--- src/csvs_pkg.sv ---
// Shared types and constants for the CSV field splitter.
// Used by csvs_ctrl, csvs_datapath and the top level; depends on nothing.
package csvs_pkg;

    // Whitespace hold buffer
    localparam int PENDING_DEPTH = 16;
    localparam int STORE_DEPTH   = 16;
    localparam int HOLD_CAP      = (PENDING_DEPTH > STORE_DEPTH) ? STORE_DEPTH : PENDING_DEPTH;
    localparam int CNT_W         = $clog2(STORE_DEPTH + 1);
    localparam int IDX_W         = (STORE_DEPTH > 1) ? $clog2(STORE_DEPTH) : 1;

    // Results per item are bounded; held bytes beyond this are trimmed on a line end
    localparam int MAX_RESULTS   = 17;
    localparam int TRIM_LIMIT    = MAX_RESULTS - 2;

    localparam logic [7:0] QUOTE_CHAR = 8'h22;
    localparam logic [7:0] COMMA_CHAR = 8'h2C;

    // Result source selected for the output register
    typedef enum logic [1:0] {
        SEL_PEND,
        SEL_CONTENT,
        SEL_FE_COMMA,
        SEL_FE_LINE
    } t_sel;

    // Results still owed for one item, in emission order
    typedef struct packed {
        logic flush;
        logic content;
        logic fe_comma;
        logic fe_line;
    } t_plan;

    // Controller to datapath
    typedef struct packed {
        logic accept;
        logic load;
        t_sel sel;
        logic last;
    } t_cmd;

    // Datapath to controller
    typedef struct packed {
        t_plan dec;
        t_plan rem;
        logic  flush_last;
        logic  out_free;
    } t_status;

endpackage

--- src/csvs_ctrl.sv ---
// Sequencer for the CSV field splitter: walks the results of one item.
// Depends on csvs_pkg.
module csvs_ctrl (
    input  logic              i_clk,
    input  logic              i_rst_n,
    input  logic              i_valid,
    input  csvs_pkg::t_status i_status,
    output logic              o_stall,
    output csvs_pkg::t_cmd    o_cmd
);
    import csvs_pkg::*;

    typedef enum logic [2:0] {
        ST_IDLE,
        ST_FLUSH,
        ST_CONTENT,
        ST_FE_COMMA,
        ST_FE_LINE
    } t_state;

    t_state r_state, n_state;
    t_plan  rem_after;

    // First result source still owed, or idle when none
    function automatic t_state first_state(input t_plan p);
        t_state s;
        if (p.flush) begin
            s = ST_FLUSH;
        end else if (p.content) begin
            s = ST_CONTENT;
        end else if (p.fe_comma) begin
            s = ST_FE_COMMA;
        end else if (p.fe_line) begin
            s = ST_FE_LINE;
        end else begin
            s = ST_IDLE;
        end
        return s;
    endfunction

    // Next state and datapath commands
    always_comb begin
        n_state      = r_state;
        o_cmd.accept = 1'b0;
        o_cmd.load   = 1'b0;
        o_cmd.sel    = SEL_PEND;
        o_cmd.last   = 1'b0;
        rem_after    = i_status.rem;
        case (r_state)
            ST_IDLE: begin
                o_cmd.accept = i_valid;
                if (i_valid) begin
                    n_state = first_state(i_status.dec);
                end
            end
            ST_FLUSH: begin
                o_cmd.sel       = SEL_PEND;
                rem_after.flush = !i_status.flush_last;
            end
            ST_CONTENT: begin
                o_cmd.sel         = SEL_CONTENT;
                rem_after.content = 1'b0;
            end
            ST_FE_COMMA: begin
                o_cmd.sel          = SEL_FE_COMMA;
                rem_after.fe_comma = 1'b0;
            end
            ST_FE_LINE: begin
                o_cmd.sel         = SEL_FE_LINE;
                rem_after.fe_line = 1'b0;
            end
            default: begin
                n_state = ST_IDLE;
            end
        endcase
        // one result per cycle whenever the output register has room
        if (r_state != ST_IDLE && i_status.out_free) begin
            o_cmd.load = 1'b1;
            o_cmd.last = (rem_after == '0);
            n_state    = first_state(rem_after);
        end
    end

    assign o_stall = (r_state != ST_IDLE);

    always_ff @(posedge i_clk) begin
        if (!i_rst_n) begin
            r_state <= ST_IDLE;
        end else begin
            r_state <= n_state;
        end
    end

    // A result is loaded only while a sequence runs
    a_load_busy: assert property (@(posedge i_clk) disable iff (!i_rst_n)
        o_cmd.load |-> (r_state != ST_IDLE))
        else $error("result load outside a sequence");

    // The last result of a sequence returns the sequencer to idle
    a_last_idle: assert property (@(posedge i_clk) disable iff (!i_rst_n)
        (o_cmd.load && o_cmd.last) |=> (r_state == ST_IDLE))
        else $error("sequence did not end after its last result");

    // An accepted item never coincides with a result load
    a_accept_excl: assert property (@(posedge i_clk) disable iff (!i_rst_n)
        !(o_cmd.accept && o_cmd.load))
        else $error("accept and load in the same cycle");

endmodule

--- src/csvs_datapath.sv ---
// Datapath for the CSV field splitter: parse state, whitespace hold buffer,
// result plan and the output register. Depends on csvs_pkg.
module csvs_datapath (
    input  logic              i_clk,
    input  logic              i_rst_n,
    input  logic [7:0]        i_in_byte,
    input  logic              i_has_byte,
    input  logic              i_line_end,
    input  csvs_pkg::t_cmd    i_cmd,
    input  logic              i_out_stall,
    output csvs_pkg::t_status o_status,
    output logic              o_valid,
    output logic [7:0]        o_out_byte,
    output logic              o_is_field_end,
    output logic              o_is_record_end,
    output logic              o_ws_overflow,
    output logic              o_last_of_run
);
    import csvs_pkg::*;

    // Parse state
    logic             r_inq, n_inq;
    logic             r_qseen, n_qseen;
    logic             r_started, n_started;
    logic [CNT_W-1:0] r_cnt, n_cnt;
    logic             r_drop, n_drop;
    logic [7:0]       r_buf [STORE_DEPTH];

    // Plan of the item in progress
    t_plan            r_plan, n_plan;
    logic [CNT_W-1:0] r_flush_n, n_flush_n;
    logic [CNT_W-1:0] r_rd_cnt;
    logic [7:0]       r_cbyte;

    // Output register
    logic             r_ovalid;
    logic [7:0]       r_obyte;
    logic             r_ofe, r_ore, r_oovf, r_olast;

    // Item decode
    logic             take, plain, is_ws, ws_write;
    logic [7:0]       tc;
    t_plan            dec;

    function automatic logic is_space(input logic [7:0] c);
        return (c == 8'h20) || (c >= 8'h09 && c <= 8'h0D);
    endfunction

    // Decode the item at the input against the parse state
    always_comb begin
        n_inq     = r_inq;
        n_qseen   = r_qseen;
        n_started = r_started;
        n_cnt     = r_cnt;
        n_drop    = r_drop;
        n_flush_n = '0;
        dec       = '0;
        take      = 1'b0;
        plain     = 1'b0;
        tc        = i_in_byte;
        ws_write  = 1'b0;
        if (i_has_byte) begin
            if (r_inq) begin
                if (r_qseen) begin
                    n_qseen = 1'b0;
                    if (i_in_byte == QUOTE_CHAR) begin
                        take = 1'b1;
                    end else begin
                        n_inq = 1'b0;
                        plain = 1'b1;
                    end
                end else if (i_in_byte == QUOTE_CHAR) begin
                    n_qseen = 1'b1;
                end else begin
                    take = 1'b1;
                end
            end else begin
                plain = 1'b1;
            end
            if (plain) begin
                if (i_in_byte == QUOTE_CHAR) begin
                    n_inq = 1'b1;
                end else if (i_in_byte == COMMA_CHAR) begin
                    dec.fe_comma = 1'b1;
                    n_cnt        = '0;
                    n_started    = 1'b0;
                end else begin
                    take = 1'b1;
                end
            end
        end
        is_ws = is_space(tc);
        if (take && is_ws) begin
            // inner whitespace is held, leading whitespace vanishes
            if (r_started) begin
                if (r_cnt < CNT_W'(HOLD_CAP)) begin
                    ws_write = 1'b1;
                    n_cnt    = r_cnt + CNT_W'(1);
                end else begin
                    n_drop = 1'b1;
                end
            end
        end else if (take) begin
            // content byte releases the held whitespace first
            n_flush_n = r_cnt;
            if (i_line_end && r_cnt > CNT_W'(TRIM_LIMIT)) begin
                n_flush_n = CNT_W'(TRIM_LIMIT);
                n_drop    = 1'b1;
            end
            dec.flush   = (n_flush_n != '0);
            dec.content = 1'b1;
            n_started   = 1'b1;
            n_cnt       = '0;
        end
        if (i_line_end) begin
            n_inq       = 1'b0;
            n_qseen     = 1'b0;
            n_cnt       = '0;
            n_started   = 1'b0;
            dec.fe_line = 1'b1;
        end
    end

    // Plan update as results leave
    always_comb begin
        n_plan = r_plan;
        if (i_cmd.accept) begin
            n_plan = dec;
        end else if (i_cmd.load) begin
            case (i_cmd.sel)
                SEL_PEND:     n_plan.flush    = !o_status.flush_last;
                SEL_CONTENT:  n_plan.content  = 1'b0;
                SEL_FE_COMMA: n_plan.fe_comma = 1'b0;
                SEL_FE_LINE:  n_plan.fe_line  = 1'b0;
                default:      n_plan          = r_plan;
            endcase
        end
    end

    assign o_status.dec        = dec;
    assign o_status.rem        = r_plan;
    assign o_status.flush_last = ((r_rd_cnt + CNT_W'(1)) == r_flush_n);
    assign o_status.out_free   = !r_ovalid || !i_out_stall;

    // Control state
    always_ff @(posedge i_clk) begin
        if (!i_rst_n) begin
            r_inq     <= 1'b0;
            r_qseen   <= 1'b0;
            r_started <= 1'b0;
            r_cnt     <= '0;
            r_drop    <= 1'b0;
            r_plan    <= '0;
            r_ovalid  <= 1'b0;
            r_rd_cnt  <= '0;
        end else begin
            r_plan <= n_plan;
            if (i_cmd.accept) begin
                r_inq     <= n_inq;
                r_qseen   <= n_qseen;
                r_started <= n_started;
                r_cnt     <= n_cnt;
                r_drop    <= n_drop;
                r_rd_cnt  <= '0;
            end else if (i_cmd.load) begin
                // overflow mark rides on the next result only
                r_drop <= 1'b0;
                if (i_cmd.sel == SEL_PEND) begin
                    r_rd_cnt <= r_rd_cnt + CNT_W'(1);
                end
            end
            if (i_cmd.load) begin
                r_ovalid <= 1'b1;
            end else if (!i_out_stall) begin
                r_ovalid <= 1'b0;
            end
        end
    end

    // Payload registers
    always_ff @(posedge i_clk) begin
        if (i_cmd.accept) begin
            r_flush_n <= n_flush_n;
            r_cbyte   <= tc;
            if (ws_write) begin
                r_buf[r_cnt[IDX_W-1:0]] <= tc;
            end
        end
        if (i_cmd.load) begin
            r_oovf  <= r_drop;
            r_olast <= i_cmd.last;
            case (i_cmd.sel)
                SEL_PEND: begin
                    r_obyte <= r_buf[r_rd_cnt[IDX_W-1:0]];
                    r_ofe   <= 1'b0;
                    r_ore   <= 1'b0;
                end
                SEL_CONTENT: begin
                    r_obyte <= r_cbyte;
                    r_ofe   <= 1'b0;
                    r_ore   <= 1'b0;
                end
                SEL_FE_COMMA: begin
                    r_obyte <= 8'h00;
                    r_ofe   <= 1'b1;
                    r_ore   <= 1'b0;
                end
                default: begin
                    r_obyte <= 8'h00;
                    r_ofe   <= 1'b1;
                    r_ore   <= 1'b1;
                end
            endcase
        end
    end

    assign o_valid         = r_ovalid;
    assign o_out_byte      = r_obyte;
    assign o_is_field_end  = r_ofe;
    assign o_is_record_end = r_ore;
    assign o_ws_overflow   = r_oovf;
    assign o_last_of_run   = r_olast;

    // Hold count never passes the buffer capacity
    a_cnt_cap: assert property (@(posedge i_clk) disable iff (!i_rst_n)
        r_cnt <= CNT_W'(HOLD_CAP))
        else $error("whitespace hold count above capacity");

    // A result is never loaded over one that is still stalled
    a_load_room: assert property (@(posedge i_clk) disable iff (!i_rst_n)
        i_cmd.load |-> (!r_ovalid || !i_out_stall))
        else $error("output register overwritten while stalled");

    // Held bytes are read only within the planned flush length
    a_flush_range: assert property (@(posedge i_clk) disable iff (!i_rst_n)
        (i_cmd.load && i_cmd.sel == SEL_PEND) |-> (r_plan.flush && r_rd_cnt < r_flush_n))
        else $error("held byte read beyond flush length");

    // A new item finds no results still owed
    a_accept_clean: assert property (@(posedge i_clk) disable iff (!i_rst_n)
        i_cmd.accept |-> (r_plan == '0))
        else $error("item accepted with results outstanding");

endmodule

--- src/csv_field_splitter_trimmed_core.sv ---
// Top level of the CSV field splitter with whitespace trimming.
// Instantiates csvs_ctrl and csvs_datapath; depends on csvs_pkg.
//
//  channel  direction  handshake           payload
//  input    in         i_valid / o_stall   i_in_byte, i_has_byte, i_line_end
//  output   out        o_valid / i_stall   o_out_byte, o_is_field_end,
//                                          o_is_record_end, o_ws_overflow,
//                                          o_last_of_run
//
// An item is taken in its accept cycle; its results then go one per cycle into the
// output register while that register has room, and an item with no results leaves
// the sequencer idle. Up to 17 results per item.
// o_stall is high from the cycle after an accept until the last result is loaded.
// Output stalls hold the sequence in place; the next item is taken while the
// last result still waits. Synchronous active-low reset; no clearing pass.
module csv_field_splitter_trimmed_core (
    input  logic       i_clk,
    input  logic       i_rst_n,
    input  logic       i_valid,
    output logic       o_stall,
    input  logic [7:0] i_in_byte,
    input  logic       i_has_byte,
    input  logic       i_line_end,
    output logic       o_valid,
    input  logic       i_stall,
    output logic [7:0] o_out_byte,
    output logic       o_is_field_end,
    output logic       o_is_record_end,
    output logic       o_ws_overflow,
    output logic       o_last_of_run
);
    import csvs_pkg::*;

    t_cmd    cmd;
    t_status status;

    csvs_ctrl u_ctrl (
        .i_clk    (i_clk),
        .i_rst_n  (i_rst_n),
        .i_valid  (i_valid),
        .i_status (status),
        .o_stall  (o_stall),
        .o_cmd    (cmd)
    );

    csvs_datapath u_datapath (
        .i_clk           (i_clk),
        .i_rst_n         (i_rst_n),
        .i_in_byte       (i_in_byte),
        .i_has_byte      (i_has_byte),
        .i_line_end      (i_line_end),
        .i_cmd           (cmd),
        .i_out_stall     (i_stall),
        .o_status        (status),
        .o_valid         (o_valid),
        .o_out_byte      (o_out_byte),
        .o_is_field_end  (o_is_field_end),
        .o_is_record_end (o_is_record_end),
        .o_ws_overflow   (o_ws_overflow),
        .o_last_of_run   (o_last_of_run)
    );

endmodule

--- config.mk ---
export PLATFORM = sky130hd
export DESIGN_NAME = csv_field_splitter_trimmed_core
export DESIGN_NICKNAME = d
export VERILOG_FILES = /design/src/csvs_pkg.sv /design/src/csvs_ctrl.sv /design/src/csvs_datapath.sv /design/src/csv_field_splitter_trimmed_core.sv
export SDC_FILE = /design/constraint.sdc
export NUM_CORES = 1
export LEC_CHECK = 0
export BUFFER_PORTS_ARGS = -buffer_cell sky130_fd_sc_hd__buf_2
export CAP_MARGIN = 20
export CORE_ASPECT_RATIO = 0.7
export CORE_MARGIN = 2
export CORE_UTILIZATION = 50
export CTS_CLUSTER_DIAMETER = 60
export DETAILED_ROUTE_END_ITERATION = 10
export PLACE_DENSITY = 0.8
export SKIP_CTS_REPAIR_TIMING = 1
export SYNTH_ARGS = -nofsm -noshare
export SYNTH_HDL_FRONTEND = slang
export SYNTH_SLANG_ARGS = --single-unit
--- constraint.sdc ---
create_clock -name i_clk -period 2.5 [get_ports i_clk]
set_clock_uncertainty 0.2 [all_clocks]
set_input_delay 0.125 -clock i_clk [delete_from_list [all_inputs] [get_ports i_clk]]
set_output_delay 0.125 -clock i_clk [all_outputs]
set_load 0.05 [all_outputs]
==> results of run 1 <==
## area by class of cell
cell class                      instances  area share
Sequential cell                       179       0.581
Multi-Input combinational cell        241       0.259
Timing Repair Buffer                   71      0.0601
Clock buffer                           17      0.0483
Tap cell                              195      0.0277
Clock inverter                         15      0.0197
Inverter                               10     0.00426
## metrics by stage
step	hold WS (ps)	power, mW
after floorplan	23.9	3.78
after global placement	222	3.97
after detailed placement	225	3.99
after CTS	-176	6.67
after global routing	3.69	6.85
final	4.06	6.66
## worst reg2reg max path: cells and delay by family, from the launching register on
family,cells,cell delay [ps]
AOI/OAI and AO/OA,1,280
muxes,2,1140
DFF,1,370
buffers and inverters,1,200
## power groups by stage
stage,Combinational [mW],Sequential [mW],Clock [mW]
floorplan,0.268,3.51,0
global placement,0.572,3.40,0
detailed placement,0.586,3.41,0
CTS,0.589,3.34,2.74
global route,0.652,3.34,2.85
finish,0.607,3.34,2.72
## synthesized netlist by cell type, types with 2 or more instances
cell / number
ha_1: 7
o211a_1: 2
a21boi_0: 6
o21a_1: 6
o31a_1: 3
a32o_1: 8
o21ai_0: 8
mux2_2: 2
nand3_1: 5
nand2_2: 2
mux2i_1: 7
xnor2_1: 5
nor2b_1: 13
nand2b_1: 4
and2_1: 5
mux4_2: 40
a21o_1: 2
a21oi_1: 10
nand4b_1: 2
and3_1: 19
buf_2: 9
nor3_1: 6
inv_1: 9
a31oi_1: 3
nand2_1: 21
o211ai_1: 5
nor3b_1: 2
a211oi_1: 2
dfxtp_1: 26
o22ai_1: 3
clkbuf_1: 11
xor2_1: 4
edfxtp_1: 153
nand4_1: 5
nor2_1: 18
## cells by family (layout without fill, tap and decap cells)
kind of cell,Yosys count,after routing
multiplexers,49,49
AND/OR/NAND/NOR,111,111
XOR/XNOR,9,9
flip-flops,179,179
buffers and inverters,31,113
adder cells (fa/ha/maj),7,7
AO/OA/AOI/OAI,65,65
## flip-flops by register name, indices dropped and copies added, names as in the netlist, named ones only
register	cells
u_ctrl.r_state	3
u_datapath.o_is_field_end	1
u_datapath.o_is_record_end	1
u_datapath.o_last_of_run	1
u_datapath.o_out_byte	8
u_datapath.o_status	4
u_datapath.o_valid	1
u_datapath.o_ws_overflow	1
u_datapath.r_buf	128
u_datapath.r_cbyte	8
u_datapath.r_cnt	5
u_datapath.r_drop	1
u_datapath.r_flush_n	5
u_datapath.r_inq	1
u_datapath.r_qseen	1
u_datapath.r_rd_cnt	5
u_datapath.r_started	1
## how the worst min path moves through the flow
stage	slack, ps	end	from	cells after the start
after floorplan	20	u_datapath.r_buf[0][0]	i_in_byte[0]	0
after global placement	220	u_datapath.o_ws_overflow	u_datapath.r_drop	0
after detailed placement	220	u_datapath.o_ws_overflow	u_datapath.r_drop	0
after CTS	-180	u_datapath.r_inq	i_has_byte	3
after global routing	4	u_datapath.r_buf[15][3]	i_in_byte[3]	2
final	4	u_datapath.r_buf[15][3]	i_in_byte[3]	2
## metal layers
metal	wire (µm)	up-vias	GRT usage	part of all wire
met4	312	0	0.0701	0.018
met5	0	-	0	0
met2	7750	251	0.321	0.45
li1	-	1945	-	-
met1	7510	2266	0.356	0.43
met3	1760	24	0.0700	0.10
## cell usage in the layout (no fill, tap or decap), types with 4 or more instances in the layout
cell type / synthesis / layout
inv_1: 9 / 9
nor2b_1: 13 / 12
xor2_1: 4 / 4
dfxtp_1: 26 / 25
a21boi_0: 6 / 6
o21a_1: 6 / 6
buf_4: 0 / 31
a32o_1: 8 / 8
a21oi_1: 10 / 10
o211ai_1: 5 / 5
nand4_1: 5 / 5
mux4_2: 40 / 40
o21ai_0: 8 / 8
edfxtp_1: 153 / 153
dlygate4sd3_1: 0 / 9
buf_2: 9 / 27
nor2_1: 18 / 18
xnor2_1: 5 / 5
and3_2: 0 / 16
nand3_1: 5 / 5
ha_1: 7 / 7
mux2i_1: 7 / 7
nand2b_1: 4 / 4
and2_1: 5 / 5
nor3_1: 6 / 5
clkbuf_16: 0 / 17
nand2_1: 21 / 21
==> impl_metrics.tcl, run 1 <==
set metrics [dict create \
    core_um2 14700 \
    core.rowCount 37 \
    cellPowerDensity_nw_per_um2 757 \
    crit_type "reg2reg" \
    ys_types 53 \
    start_util 0.511 \
    outcome "complete, no violations" \
    grt_overflow 0 \
    layoutNonFillerInstCount 728 \
    ir_drop_v 0.000433 \
    cts_tree "yes" \
    critPathBufInv 1 \
    htree_levels 4 \
    routed_via_density 6.16 \
    hold_violations 0 \
    ys_ff_latch 179 \
    synthArstFlopShare 0 \
    relSlewSlack 0.599 \
    synth_area_leader_cell "edfxtp_1" \
    yosys.area_share.xor_xnor 0.0105 \
    p_comb_frac 0.091 \
    cpPeakStageDelay_ps 600 \
    track_usage 0.233 \
    worstReg2RegEnd "u_datapath.o_out_byte[0]" \
    synthMuxAreaShare 0.132 \
    sw_frac_of_total 0.246 \
    fin_ws_ps 66.8 \
    synth_top_family_by_area "multiplexers" \
    dp.cells 687 \
    fin_tns_setup_ps 0 \
    synth_compound_area_frac 0.0636 \
    clockBufferDepth 2 \
    p_leak_nw 3.00 \
    cp-start-kind "register" \
    synth_top_area_share 0.613 \
    dieArea_um2 16000 \
    placed_area_um2 8110 \
    io_buffer_count 27 \
    yosys.area_share.simple 0.0816 \
    final_core_util 0.600 \
    area_delta_synth_final_pct 17.5 \
    antenna_left 0 \
    ys_warn_count 0 \
    path_clk_slew_ps 70 \
    first_iter_violations 563 \
    pwr-share-seq 0.501 \
    critPathCaptureType "register" \
    p_int_mw 5.03 \
    worstSkewPairLatency_ps 430 \
    clockPowerShare 0.408 \
    synth_area_per_cell_um2 16.6 \
    antenna_found_initial 0 \
    seq_area_frac_synth 0.682 \
    postSynthCellCount 451 \
    critical_path.endpoint "u_datapath.o_out_byte[0]" \
    finalMaxSlewViolations 0 \
    grt_max_degree 30 \
    crit_path_top_delay_cell "mux4_2" \
    tightest_slew_ps 599 \
    reg2reg_depth 4 \
    holdCritPathClass "in2reg" \
    multiInputGateArea_um2 2280 \
    maxCapViolations 0 \
    grt_first_pass_wirelength_mm 26.4 \
    die_h_um 106 \
    nFillCells 1025 \
    nets 541 \
    syn-num-nets 472 \
    regArea_um2 5120 \
    routabilityCongestion 0.843 \
    required_ps 2490 \
    reg2reg_slack_ps 70 \
    dr_total_vias 4486 \
    drcViolationCount 0 \
    clkSinkCount 179 \
    setup_viol 0 \
    pre_cts_ws_ps -539 \
    drt_wl_total_mm 17.3 \
    ioPinCount 28 \
    synthFlopType "edfxtp_1" \
    synthTopCellsByArea "edfxtp_1 61%, mux4_2 12%, dfxtp_1 6.9%, and3_1 1.6%, ha_1 1.2%" \
    synth.cell_area_um2 7500 \
    critPathMaxFanout 20 \
    path_common_cell "mux4_2" \
    drive_above_1_share 0.306 \
    die_w_um 150 \
    drtPass1Iterations 5 \
    fin_crit_ps 2430 \
    dp_hpwl_mm 11.6 \
    design_area_um2 8810 \
    synthAdderAreaFrac 0.0117 \
    grt_pass1_vias 4356 \
    cp_data_arrival_time_ps 2420 \
    cts_inserted_buffers 17 \
    crit_family "multiplexers" \
    finalCritPeriodShare 0.973 \
    rsz0062_at_grt "false" \
    crit_chain "buf_12, mux4_2, mux4_2, a32o_1" \
    synth-edff-count 153 \
    n_antenna_cell 0 \
    routedWlPerCell_um 23.8 \
    switching_power_mw 1.64 \
    fmax_mhz 411 \
    clock-root-buffer "clkbuf_16" \
    path_depth 4 \
]
(Power assumes the default switching activity.)
==> run 2: changes to the inputs <==
- CTS_BUF_LIST: unset -> sky130_fd_sc_hd__clkbuf_4 sky130_fd_sc_hd__clkbuf_8
- SYNTH_HIERARCHICAL: unset -> 1
==> run 2 against run 1 <==
  * Total power up 24%
  * Area after synthesis is 1.3% higher
  * Global-route usage fell by 0.098 points
  * Clock-buffer cell count stayed put
  * Critical path type unchanged
==> impl_metrics.tcl, run 2 <==
set metrics [dict create \
    routed_via_density 6.11 \
    mostFrequentLayoutCells "153 x edfxtp_1, 47 x buf_4, 36 x nand2_1, 32 x mux4_2, 27 x buf_2" \
    path_clk_slew_ps 110 \
    n_antenna_cell 0 \
    synth_area_leader_cell "edfxtp_1" \
    fin_ws_ps 122 \
    finalMaxSlewViolations 0 \
    mostFrequentLayoutCell "edfxtp_1" \
    fin_crit_ps 2380 \
    worstSkewPairLatency_ps 460 \
    cellPowerDensity_nw_per_um2 910 \
    die_w_um 151 \
    antenna_found_initial 0 \
    holdCritPathClass "in2reg" \
    critPathMaxFanout 3 \
    critPathCaptureType "register" \
    drtPass1Iterations 5 \
    cp-start-kind "register" \
    ioPinCount 28 \
    routabilityCongestion 0.920 \
    core.rowCount 37 \
    cts_tree "yes" \
    setup_viol 0 \
    yosysMostFrequentCell "edfxtp_1" \
    io_buffer_count 27 \
    synth-edff-count 153 \
    design_area_um2 9060 \
    power_mw 8.25 \
    grt_pass1_vias 4667 \
    synthFlopType "edfxtp_1" \
    clkSinkCount 179 \
    largest_reg_flops 128 \
    syn-num-nets 501 \
    synthArstFlopShare 0 \
    drt_wl_total_mm 18.0 \
    relSlewSlack 0.420 \
    crit_type "reg2reg" \
    rsz0062_at_grt "false" \
    cts_inserted_buffers 17 \
    ys_warn_count 6 \
    first_iter_violations 536 \
    postSynthCellCount 480 \
    dr_total_vias 4791 \
    core_um2 14800 \
    routedWlPerCell_um 23.0 \
    p_leak_nw 3.09 \
    htree_levels 4 \
    pre_cts_ws_ps -139 \
    finalCritPeriodShare 0.951 \
    drcViolationCount 0 \
    area_delta_synth_final_pct 19.3 \
    dieArea_um2 16200 \
    track_usage 0.232 \
    synth.cell_area_um2 7590 \
    clockBufferDepth 2 \
    ys_ff_latch 179 \
    final_core_util 0.613 \
    grt_overflow 0 \
    cp_data_arrival_time_ps 2570 \
    synthTopCellsByArea "edfxtp_1 61%, mux4_2 9.5%, dfxtp_1 6.9%, nand2_1 1.8%, a22oi_1 1.7%" \
    outcome "complete, no violations" \
    required_ps 2690 \
    seq_area_frac_synth 0.674 \
    ir_drop_v 0.000552 \
    ys_types 64 \
    nets 597 \
    start_util 0.514 \
    synth_area_per_cell_um2 15.8 \
    clock-root-buffer "clkbuf_8" \
    grt_first_pass_wirelength_mm 26.7 \
    fin_tns_setup_ps 0 \
    placed_area_um2 8470 \
    die_h_um 107 \
    synth_top_area_share 0.605 \
    netlist_top_cells_count "153 x edfxtp_1, 36 x nand2_1, 32 x mux4_2, 26 x dfxtp_1, 26 x nor2_1" \
    tightest_slew_ps 867 \
    grt_max_degree 33 \
    hold_violations 0 \
    drive_above_1_share 0.306 \
    dp_hpwl_mm 12.5 \
    maxCapViolations 0 \
    fmax_mhz 421 \
    antenna_left 0 \
]
[run 2: path summary, 6_finish.rpt]
path | start | endpoint | slack, ps | cells after the start
worst max-delay path | u_datapath/r_rd_cnt[1] | u_ctrl/r_state[2] | 120 | 9
worst min-delay path | i_in_byte[3] | u_datapath/r_buf[10][3] | 40 | 3
worst max register to register | u_datapath/r_rd_cnt[1] | u_ctrl/r_state[2] | 120 | 9
worst min register to register | u_datapath/r_drop | u_datapath/o_ws_overflow | 260 | 0
[run 2: cell families (layout without fill, tap and decap cells)]
kind of cell	after synthesis	after routing	share of synthesized area
flip-flops	179	179	0.674
AND/OR/NAND/NOR	130	130	0.0967
AO/OA/AOI/OAI	81	81	0.0793
multiplexers	40	40	0.106
buffers and inverters	33	142	0.0214
XOR/XNOR	10	10	0.0115
adder cells (fa/ha/maj)	7	7	0.0115
[run 2: routing by layer]
layer	part of all wire	GRT usage	vias to the layer above
li1	-	-	2080
met1	0.41	0.329	2384
met2	0.44	0.334	295
met3	0.12	0.0826	30
met4	0.014	0.0708	2
met5	0.0038	0.0367	-
[run 2: cell type report]
type / instances / area (µm²)
inverters: 13 / 48.8
fillers: 1027 / 5710
clock buffers: 17 / 234
repair buffers: 97 / 808
well taps: 195 / 244
flip-flops and latches: 179 / 5120
clock inverters: 15 / 183
multi-input cells: 268 / 2420
[run 2: worst max-delay path: stages (launching register included)]
cell and delay [ps]:
dfxtp_2 380, ha_4 140, nand2b_1 90, o21ai_1 150, nand3_1 110, nor3_2 310, nand2_1 110, mux2i_2 210
or4b_1 450, a31oi_1 150
[run 2: per-stage QoR]
step / std cells / hold slack, ps
after detailed placement: 737 / 243
after global routing: 784 / 14.8
after floorplan: 480 / 23.9
after CTS: 769 / -221
final: 784 / 35.6
after global placement: 737 / 229
[run 2: where the power goes]
part	total [mW]	switching [mW]	internal [mW]	leakage (nW)
registers	3.65	0.0984	3.55	1.60
clock network	2.02	1.17	0.850	0.209
logic	2.58	1.61	0.969	1.27
total	8.25	2.88	5.37	3.09
